### config.mk
export PLATFORM = sky130hd
export DESIGN_NAME = xmodem_block_receiver
export DESIGN_NICKNAME = d
export VERILOG_FILES = /design/src/design/xmb_pkg.sv /design/src/design/xmb_step.sv /design/src/design/xmodem_block_receiver.sv
export SDC_FILE = /design/constraint.sdc
export NUM_CORES = 1
export LEC_CHECK = 0
export ABC_AREA = 1
export BUFFER_PORTS_ARGS = -buffer_cell sky130_fd_sc_hd__clkbuf_2
export CORE_ASPECT_RATIO = 2
export CORE_MARGIN = 1
export CORE_UTILIZATION = 52
export DETAILED_ROUTE_END_ITERATION = 8
export PLACE_DENSITY = 0.71
export SYNTH_ARGS = -nofsm -noshare
export SYNTH_HDL_FRONTEND = slang
export SYNTH_SLANG_ARGS = --single-unit
### constraint.sdc
create_clock -name clk -period 2.7 [get_ports clk]
set_clock_uncertainty 0.05 [all_clocks]
set_input_delay 0.54 -clock clk [delete_from_list [all_inputs] [get_ports clk]]
set_output_delay 0.54 -clock clk [all_outputs]
set_load 0.02 [all_outputs]
### src/design/xmb_pkg.sv
// Shared types, protocol codes and the CRC-16 byte update for the XMODEM block receiver.
`default_nettype none
package xmb_pkg;

  // Block geometry
  localparam int BLOCK_BYTES = 128;
  localparam int POS_W       = $clog2(BLOCK_BYTES);
  localparam int LEN_W       = $clog2(BLOCK_BYTES + 1);

  // Protocol bytes
  localparam logic [7:0] SOH_CODE      = 8'h01;
  localparam logic [7:0] EOT_CODE      = 8'h04;
  localparam logic [7:0] ACK_CODE      = 8'h06;
  localparam logic [7:0] NAK_CODE      = 8'h15;
  localparam logic [7:0] CRC_INIT_CODE = 8'h43;
  localparam logic [7:0] SUB_CODE      = 8'd26;
  localparam logic [15:0] CRC_POLY     = 16'h1021;

  // Request kinds on the input stream
  localparam logic CMD_START = 1'b0;
  localparam logic CMD_BYTE  = 1'b1;

  // Block verdict codes
  localparam logic [1:0] VERDICT_NONE   = 2'd0;
  localparam logic [1:0] VERDICT_ACCEPT = 2'd1;
  localparam logic [1:0] VERDICT_REJECT = 2'd2;

  typedef enum logic [2:0] {
    PH_IDLE,
    PH_WAIT,
    PH_NUM1,
    PH_NUM2,
    PH_DATA,
    PH_CHK1,
    PH_CHK2,
    PH_DONE
  } phase_t;

  // One result of the receiver
  typedef struct packed {
    logic             tx_valid;
    logic [7:0]       tx_byte;
    logic             wr_valid;
    logic [POS_W-1:0] wr_index;
    logic [7:0]       wr_data;
    logic [1:0]       verdict;
    logic             done_res;
    logic [7:0]       final_length;
  } result_t;

  // CRC-16 (poly 0x1021, MSB first) update by one byte
  function automatic logic [15:0] crc_byte(input logic [15:0] c_in, input logic [7:0] b);
    logic [15:0] c;
    c = c_in ^ {b, 8'h00};
    for (int k = 0; k < 8; k++) begin
      if (c[15]) begin
        c = {c[14:0], 1'b0} ^ CRC_POLY;
      end else begin
        c = {c[14:0], 1'b0};
      end
    end
    return c;
  endfunction

endpackage
`default_nettype wire

### src/design/xmb_step.sv
// Receiver state machine: block framing, check accumulation and result generation.
`default_nettype none
module xmb_step (
  input  wire logic                 clk,
  input  wire logic                 rst,
  input  wire logic                 cfg_wr_en,
  input  wire logic                 cfg_wr_data,
  input  wire logic                 fire,
  input  wire logic                 cmd,
  input  wire logic [7:0]           rx_byte,
  output xmb_pkg::result_t          res
);

  localparam logic [xmb_pkg::POS_W-1:0] LAST_POS = xmb_pkg::POS_W'(xmb_pkg::BLOCK_BYTES - 1);

  logic                         crc_mode;
  logic                         block_crc, block_crc_next;
  xmb_pkg::phase_t              phase, phase_next;
  logic [xmb_pkg::POS_W-1:0]    byte_position, byte_position_next;
  logic [15:0]                  running_check, running_check_next;
  logic [7:0]                   received_hi, received_hi_next;
  logic [xmb_pkg::LEN_W-1:0]    last_nonpad_count, last_nonpad_count_next;
  logic [xmb_pkg::LEN_W-1:0]    last_block_length, last_block_length_next;
  logic                         check_ok;

  // Mode register
  always_ff @(posedge clk) begin
    if (rst) begin
      crc_mode <= 1'b1;
    end else if (cfg_wr_en) begin
      crc_mode <= cfg_wr_data;
    end
  end

  // State registers, advanced once per accepted request
  always_ff @(posedge clk) begin
    if (rst) begin
      phase             <= xmb_pkg::PH_IDLE;
      block_crc         <= 1'b1;
      byte_position     <= '0;
      running_check     <= '0;
      received_hi       <= '0;
      last_nonpad_count <= '0;
      last_block_length <= '0;
    end else if (fire) begin
      phase             <= phase_next;
      block_crc         <= block_crc_next;
      byte_position     <= byte_position_next;
      running_check     <= running_check_next;
      received_hi       <= received_hi_next;
      last_nonpad_count <= last_nonpad_count_next;
      last_block_length <= last_block_length_next;
    end
  end

  // Next state and result
  always_comb begin
    phase_next             = phase;
    block_crc_next         = block_crc;
    byte_position_next     = byte_position;
    running_check_next     = running_check;
    received_hi_next       = received_hi;
    last_nonpad_count_next = last_nonpad_count;
    last_block_length_next = last_block_length;
    check_ok               = 1'b0;
    res                    = '0;

    if (cmd == xmb_pkg::CMD_START) begin
      res.tx_valid           = 1'b1;
      res.tx_byte            = crc_mode ? xmb_pkg::CRC_INIT_CODE : xmb_pkg::NAK_CODE;
      phase_next             = xmb_pkg::PH_WAIT;
      byte_position_next     = '0;
      running_check_next     = '0;
      received_hi_next       = '0;
      last_nonpad_count_next = '0;
      last_block_length_next = '0;
    end else begin
      unique case (phase)
        xmb_pkg::PH_WAIT: begin
          if (rx_byte == xmb_pkg::SOH_CODE) begin
            block_crc_next         = crc_mode;
            byte_position_next     = '0;
            running_check_next     = '0;
            received_hi_next       = '0;
            last_nonpad_count_next = '0;
            phase_next             = xmb_pkg::PH_NUM1;
          end else if (rx_byte == xmb_pkg::EOT_CODE) begin
            res.tx_valid     = 1'b1;
            res.tx_byte      = xmb_pkg::ACK_CODE;
            res.done_res     = 1'b1;
            res.final_length = 8'(last_block_length);
            phase_next       = xmb_pkg::PH_DONE;
          end
        end
        xmb_pkg::PH_NUM1: phase_next = xmb_pkg::PH_NUM2;
        xmb_pkg::PH_NUM2: phase_next = xmb_pkg::PH_DATA;
        xmb_pkg::PH_DATA: begin
          res.wr_valid = 1'b1;
          res.wr_index = byte_position;
          res.wr_data  = rx_byte;
          if (rx_byte != xmb_pkg::SUB_CODE) begin
            last_nonpad_count_next = xmb_pkg::LEN_W'(byte_position) + xmb_pkg::LEN_W'(1);
          end
          if (block_crc) begin
            running_check_next = xmb_pkg::crc_byte(running_check, rx_byte);
          end else begin
            running_check_next = {8'h00, running_check[7:0] + rx_byte};
          end
          if (byte_position == LAST_POS) begin
            byte_position_next = '0;
            phase_next         = xmb_pkg::PH_CHK1;
          end else begin
            byte_position_next = byte_position + 1'b1;
          end
        end
        xmb_pkg::PH_CHK1: begin
          if (block_crc) begin
            received_hi_next = rx_byte;
            phase_next       = xmb_pkg::PH_CHK2;
          end else begin
            check_ok    = (rx_byte == running_check[7:0]);
            res.tx_valid = 1'b1;
            res.tx_byte  = check_ok ? xmb_pkg::ACK_CODE : xmb_pkg::NAK_CODE;
            res.verdict  = check_ok ? xmb_pkg::VERDICT_ACCEPT : xmb_pkg::VERDICT_REJECT;
            if (check_ok) begin
              last_block_length_next = last_nonpad_count;
            end
            phase_next = xmb_pkg::PH_WAIT;
          end
        end
        xmb_pkg::PH_CHK2: begin
          check_ok     = ({received_hi, rx_byte} == running_check);
          res.tx_valid = 1'b1;
          res.tx_byte  = check_ok ? xmb_pkg::ACK_CODE : xmb_pkg::NAK_CODE;
          res.verdict  = check_ok ? xmb_pkg::VERDICT_ACCEPT : xmb_pkg::VERDICT_REJECT;
          if (check_ok) begin
            last_block_length_next = last_nonpad_count;
          end
          phase_next = xmb_pkg::PH_WAIT;
        end
        default: ;
      endcase
    end
  end

endmodule
`default_nettype wire

### src/design/xmodem_block_receiver.sv
// XMODEM block receiver top level: input register, receiver core and result register.
//
// Receive side of XMODEM with 128-byte blocks and CRC-16 or 8-bit checksum.
// Each request on s_axis (a start command or one received byte) yields exactly
// one result on m_axis: an optional response byte, an optional buffer write,
// the block verdict, and on EOT the trimmed length of the last accepted block.
// A request is taken every cycle while m_axis is not stalled. The input register
// holds the accepted request, and the result register is loaded from the
// combinational state update (CRC byte update included). crc_mode is written
// through cfg_wr_en/cfg_wr_data and should only change while no request is in
// flight; it is sampled at each block start and for the initiation byte.
`default_nettype none
module xmodem_block_receiver (
  input  wire logic        clk,
  input  wire logic        rst,
  input  wire logic        cfg_wr_en,
  input  wire logic        cfg_wr_data,     // crc_mode
  input  wire logic        s_axis_tvalid,
  output      logic        s_axis_tready,
  input  wire logic [7:0]  s_axis_tdata,    // [7:0] rx_byte
  input  wire logic        s_axis_tuser,    // [0] command
  output      logic        m_axis_tvalid,
  input  wire logic        m_axis_tready,
  output      logic [39:0] m_axis_tdata     // [0] tx_valid, [8:1] tx_byte, [9] wr_valid,
                                            // [16:10] wr_index, [24:17] wr_data,
                                            // [26:25] verdict, [27] done_res,
                                            // [35:28] final_length, [39:36] zero
);

  logic              in_valid;
  logic              in_cmd;
  logic [7:0]        in_byte;
  logic              advance;
  xmb_pkg::result_t  res;

  assign advance       = in_valid && (!m_axis_tvalid || m_axis_tready);
  assign s_axis_tready = !in_valid || advance;

  // Input register
  always_ff @(posedge clk) begin
    if (rst) begin
      in_valid <= 1'b0;
    end else if (s_axis_tready) begin
      in_valid <= s_axis_tvalid;
    end
  end

  always_ff @(posedge clk) begin
    if (s_axis_tvalid && s_axis_tready) begin
      in_cmd  <= s_axis_tuser;
      in_byte <= s_axis_tdata;
    end
  end

  // Receiver core
  xmb_step u_step (
    .clk         (clk),
    .rst         (rst),
    .cfg_wr_en   (cfg_wr_en),
    .cfg_wr_data (cfg_wr_data),
    .fire        (advance),
    .cmd         (in_cmd),
    .rx_byte     (in_byte),
    .res         (res)
  );

  // Result register
  always_ff @(posedge clk) begin
    if (rst) begin
      m_axis_tvalid <= 1'b0;
    end else if (advance) begin
      m_axis_tvalid <= 1'b1;
    end else if (m_axis_tready) begin
      m_axis_tvalid <= 1'b0;
    end
  end

  always_ff @(posedge clk) begin
    if (advance) begin
      m_axis_tdata <= {4'h0, res.final_length, res.done_res, res.verdict, res.wr_data,
                       res.wr_index, res.wr_valid, res.tx_byte, res.tx_valid};
    end
  end

endmodule
`default_nettype wire

# == After elaboration in Yosys (flattened, before gate mapping) ==
# Index checks and enable logic that the tools add are counted.
# W data, S select, Z words.
# totals
ff_bits,99
input_bits,15
# op_classes
add_sub_neg,3
eq_ne,24
n_mux,71
bitwise_logic,12
reduce_logical,16
# op_table
op,n
$mux W16,25
$mux W13,8
$mux W8,10
$pmux W8 S2,3
$mux W9,4
$pmux W16 S2,1
$mux W7,4
$pmux W9 S3,1
$not A3 Y3,8
$ne A3 B2 Y1 const B,6
$pmux W3 S6,1
$eq A16 B16 Y1,1
$reduce_and A4 Y1,4
$xor A16 B16 Y16,1
$mux W3,5
$pmux W7 S2,1
$mux W5,2
$eq A3 B3 Y1 const B,3
$ne A3 B1 Y1 const B,3
$add A7 B1 Y8 const B,1
$add A8 B8 Y8,1
$eq A8 B1 Y1 const B,1
$eq A8 B3 Y1 const B,1
$eq A8 B8 Y1,1
21 further kinds,30

# == Depth between registers and ports, before layout ==
# logic_depth
depth_word,41
ltp_mapped,12
depth_no_buf,12

# == By module ==
# From an unflattened synthesis, not the netlist that was laid out.
# unflattened
hier_cells,645
hier_area_um2,5263.8
# by_module_without_submodules
module,instances,cells_per_inst,area_each_um2,seq_area_each_um2
xmb_step,1,583,3787.4,1041.0
xmodem_block_receiver,1,62,1476.4,1391.3

# == Worst setup path after synthesis ==
# Ideal clock, no wire load.
# synth_timing
path_type,input to register
startpoint,input m_axis_tready
endpoint,register u_step.last_nonpad_count[0] (netlist bit)
arrival_ns,2.257
t_required_ns,2.518
path_slack_ns,0.261
cell_stages,9
path_buffers,0
path_cell_list,inv_1 -> nand2_1 -> nand2_1 -> inv_1 -> nand3_2 -> nor2_1 -> inv_1 -> nand2_1 -> a21oi_1
# synth_between
elab_chain_len,3
# synth_lines
item,line_no,rtl
"start, declared",xmodem_block_receiver.sv:23,"input wire logic m_axis_tready,"
$logic_or A1 B1 Y1,xmodem_block_receiver.sv:36,assign advance = in_valid && (!m_axis_tvalid || m_axis_tready);
$logic_and A1 B1 Y1,xmodem_block_receiver.sv:36,
net advance,xmodem_block_receiver.sv:33,logic advance;
$reduce_and A4 Y1 (no source line),--,
"end signal, assigned",xmb_step.sv:51,last_nonpad_count <= last_nonpad_count_next;
"end, declared",xmb_step.sv:22,"logic [xmb_pkg::LEN_W-1:0] last_nonpad_count, last_nonpad_count_next;"
# The timed path passes the listed nets, and every way through them passes these cells.
# A chain may end at the register's enable or synchronous reset.

==> results.sh <==
export IMPL_status="complete, but fails checks"
export IMPL_violations="design-rule violations"
export IMPL_grt_max_degree=37
export IMPL_critPathMaxFanout=6
export IMPL_drtIter0Drc=287
export IMPL_fin_nets=693
export IMPL_cts_htree_levels=3
export IMPL_finalWirelength_um=12700
export IMPL_rsz0062_at_grt="no"
export IMPL_cp_slowest_stage_delay_ns=0.49
export IMPL_synthTopCellsByArea="edfxtp_1 26%, dfxtp_1 22%, nand2_1 11%"
export IMPL_whs_path_depth=1
export IMPL_layout_common_cells="140 x nand2_1, 81 x nor2_1, 75 x inv_1, 54 x dfxtp_1, 49 x clkbuf_2"
export IMPL_clkSinkCount=96
export IMPL_die_area_um2=9810
export IMPL_cp_slowest_cell="edfxtp_1"
export IMPL_powerDensity_nw_per_um2=585
export IMPL_hold_viol_final=0
export IMPL_synth_distinct_cells=39
export IMPL_drive_gt1_share_pct=13.6
export IMPL_placed_area_um2=5210
export IMPL_grt_usage_pct=26.8
export IMPL_route_detailed_drc=13
export IMPL_via_per_inst=5.42
export IMPL_worst_pin_slew_ns=0.637
export IMPL_leakage_nw=2.39
export IMPL_relSlewSlack_pct=57.5
export IMPL_synth_seq_area_share_pct=48.0
export IMPL_path_buf_inv=1
export IMPL_required_ns=2.73
export IMPL_die_x_um=70.5
export IMPL_cpMostUsedCell="nand2_1"
export IMPL_fin_crit_sh_pct=84.2
export IMPL_grtUsageMet2_pct=48.4
export IMPL_min_path_type="input port to register"
export IMPL_min_delay_start="s_axis_tuser"
export IMPL_crit_type="register to register"
export IMPL_crit_arrival_ns=2.30
export IMPL_dp_hpwl_um=9740
export IMPL_finalPower_w=0.00322
export IMPL_ys_ff_latch=96
export IMPL_gr_usage_met3_pct=3.85
export IMPL_end_kind="register"
export IMPL_cts_tree="done"
export IMPL_post_cts_setup_buffers=0
export IMPL_min_to="in_cmd$_DFFE_PP_"
export IMPL_crit_chain="ha_1 -> nor2_1 -> nand2_1 -> inv_1 -> nand2_1 -> nor2_1 -> nand3_1 -> nand2_1 -> o31ai_1 -> nand2_1 -> o21ai_0"
export IMPL_finalSetupTns_ns=0
export IMPL_grt_pass1_vias=4002
export IMPL_clockBufferDepth=2
export IMPL_drt_pass1_iterations=7
export IMPL_ant_nets=0
export IMPL_setup_violations=0
export IMPL_grt_busiest_layer="met2"
export IMPL_antenna_found_initial=0
export IMPL_clock_latency_ns=0.34
export IMPL_vdd_ir_drop_max_uv=340
export IMPL_post_route_min_period_ns=2.27
export IMPL_num_rows=49
export IMPL_synth_top_area_cell="edfxtp_1"
export IMPL_critPathTopFamily="simple AND/OR/NAND/NOR gates"
export IMPL_cap_viol_max_count=0
export IMPL_worstSetupStartpointType="register"
export IMPL_reg2reg_depth=11
export IMPL_cts_hold_fix_buffers=0
export IMPL_max_freq_mhz=440
export IMPL_areaGrowthSynthToFinish_pct=12.7
export IMPL_core_um2=9070
export IMPL_synth_async_reset_ratio_pct=0
export IMPL_root_buffer="clkbuf_16"
export IMPL_overflow=0
export IMPL_synthFlopType="dfxtp_1"
export IMPL_final_area_um2=5510
export IMPL_grt_pass1_wl_um=19700
export IMPL_wl_per_cell_um=16.4
export IMPL_cts_inserted_buffers=9
export IMPL_slew_violations=0
export IMPL_route_vias_total=4207
export IMPL_io_pin_count=57
export IMPL_place_congestion=0.989
export IMPL_insertedDiodeCount=0
export IMPL_start_util_pct=53.8
export IMPL_grt_met1_usage_pct=25.6
export IMPL_layout_commonest_cell="nand2_1"
export IMPL_worstReg2RegEnd="m_axis_tdata[5]$_DFFE_PP_"
export IMPL_synth_avg_cell_area_um2=7.94
export IMPL_dieHeight_um=139
export IMPL_clkSlewWorstSetupHoldPaths_ns=0.06
export IMPL_cts_resized=0
export IMPL_r2r_slack_ns=0.43
export IMPL_synth_top_area_share_pct=25.8
export IMPL_netlist_area_um2=4880
export IMPL_synth_edf_count=42
export IMPL_whs_ns=0.323
export IMPL_numPortBuffers=49
export IMPL_rr_startpoint="in_byte[3]$_DFFE_PP_"
export IMPL_syn_inst=615
export IMPL_ys_warn_count=0
-- layout make-up --
type	count	area [µm²]
repair buffers	59	320
multi-input cells	423	2120
fillers	826	3570
clock inverters	5	58.8
flip-flops and latches	96	2340
inverters	80	300
well taps	102	128
clock buffers	11	233
-- per-stage QoR --
step	util, %	instances	setup WS [ns]
2_1_floorplan	-	621	0.261
3_3_place_gp	57.5	760	0.472
3_5_place_dp	57.5	760	0.443
4_1_cts	60.7	776	0.434
5_1_grt	60.7	776	0.187
6_report	60.7	776	0.426
-- synth_stat cells, types with 2 or more instances --
cell,number
nand4_1,16
nor2_1,81
nand3_1,44
nand2_2,3
inv_1,75
ha_1,8
nor2_4,2
clkbuf_1,8
buf_6,4
a21oi_1,45
or2_2,3
a31oi_1,2
inv_2,4
xor2_1,10
nand3b_1,6
nor2_2,2
edfxtp_1,42
xnor2_1,15
buf_1,2
o21ai_0,20
dfxtp_1,54
o211ai_1,2
a211oi_1,3
buf_4,7
nand2_1,140
nor3_1,3
nand3_2,2
-- cell families after synthesis --
logic type	synth area share (%)
AND/OR/NAND/NOR	27.2
buffers and inverters	9.02
flip-flops	48.0
AO/OA/AOI/OAI	8.76
XOR/XNOR	4.48
adder cells (fa/ha/maj)	2.46
other	0.0768
-- where the power goes --
group	internal [W]	switching, W	total [W]
sequential	0.00158	0.0000426	0.00162
clock	0.000719	0.000531	0.00125
combinational	0.000106	0.000249	0.000355
total	0.00240	0.000822	0.00322
-- per-layer routing --
metal  routed length (µm)  share of wire (%)  up-vias
met1                 4400                 35     1927
met5                    0                  0        -
li1                     -                  -     2092
met2                 6740                 53      133
met4                 1150                9.0        0
met3                  446                3.5       55
-- worst max-delay path by stage --
stage,start,end,slack (ns),depth (start not counted)
after CTS,in_byte[3]$_DFFE_PP_,m_axis_tdata[5]$_DFFE_PP_,0.43,11
after global routing,in_byte[3]$_DFFE_PP_,u_step.last_block_length[7]$_SDFFE_PP0P_,0.19,12
final,in_byte[3]$_DFFE_PP_,m_axis_tdata[5]$_DFFE_PP_,0.43,11
after global placement,in_byte[3]$_DFFE_PP_,m_axis_tdata[5]$_DFFE_PP_,0.47,11
after floorplan,m_axis_tready,u_step.last_nonpad_count[0]$_SDFFE_PP0P_,0.26,9
after detailed placement,in_byte[6]$_DFFE_PP_,m_axis_tdata[5]$_DFFE_PP_,0.44,11
-- state kept, by name, summed over array words and instances (netlist names) --
| register | cells |
|---|---|
| in_byte | 8 |
| in_cmd | 1 |
| in_valid | 1 |
| m_axis_tdata | 33 |
| m_axis_tvalid | 1 |
| u_step.block_crc | 1 |
| u_step.byte_position | 7 |
| u_step.crc_mode | 1 |
| u_step.last_block_length | 8 |
| u_step.last_nonpad_count | 8 |
| u_step.phase | 3 |
| u_step.received_hi | 8 |
| u_step.running_check | 16 |
No activity file was read; power rests on OpenSTA's default activity.
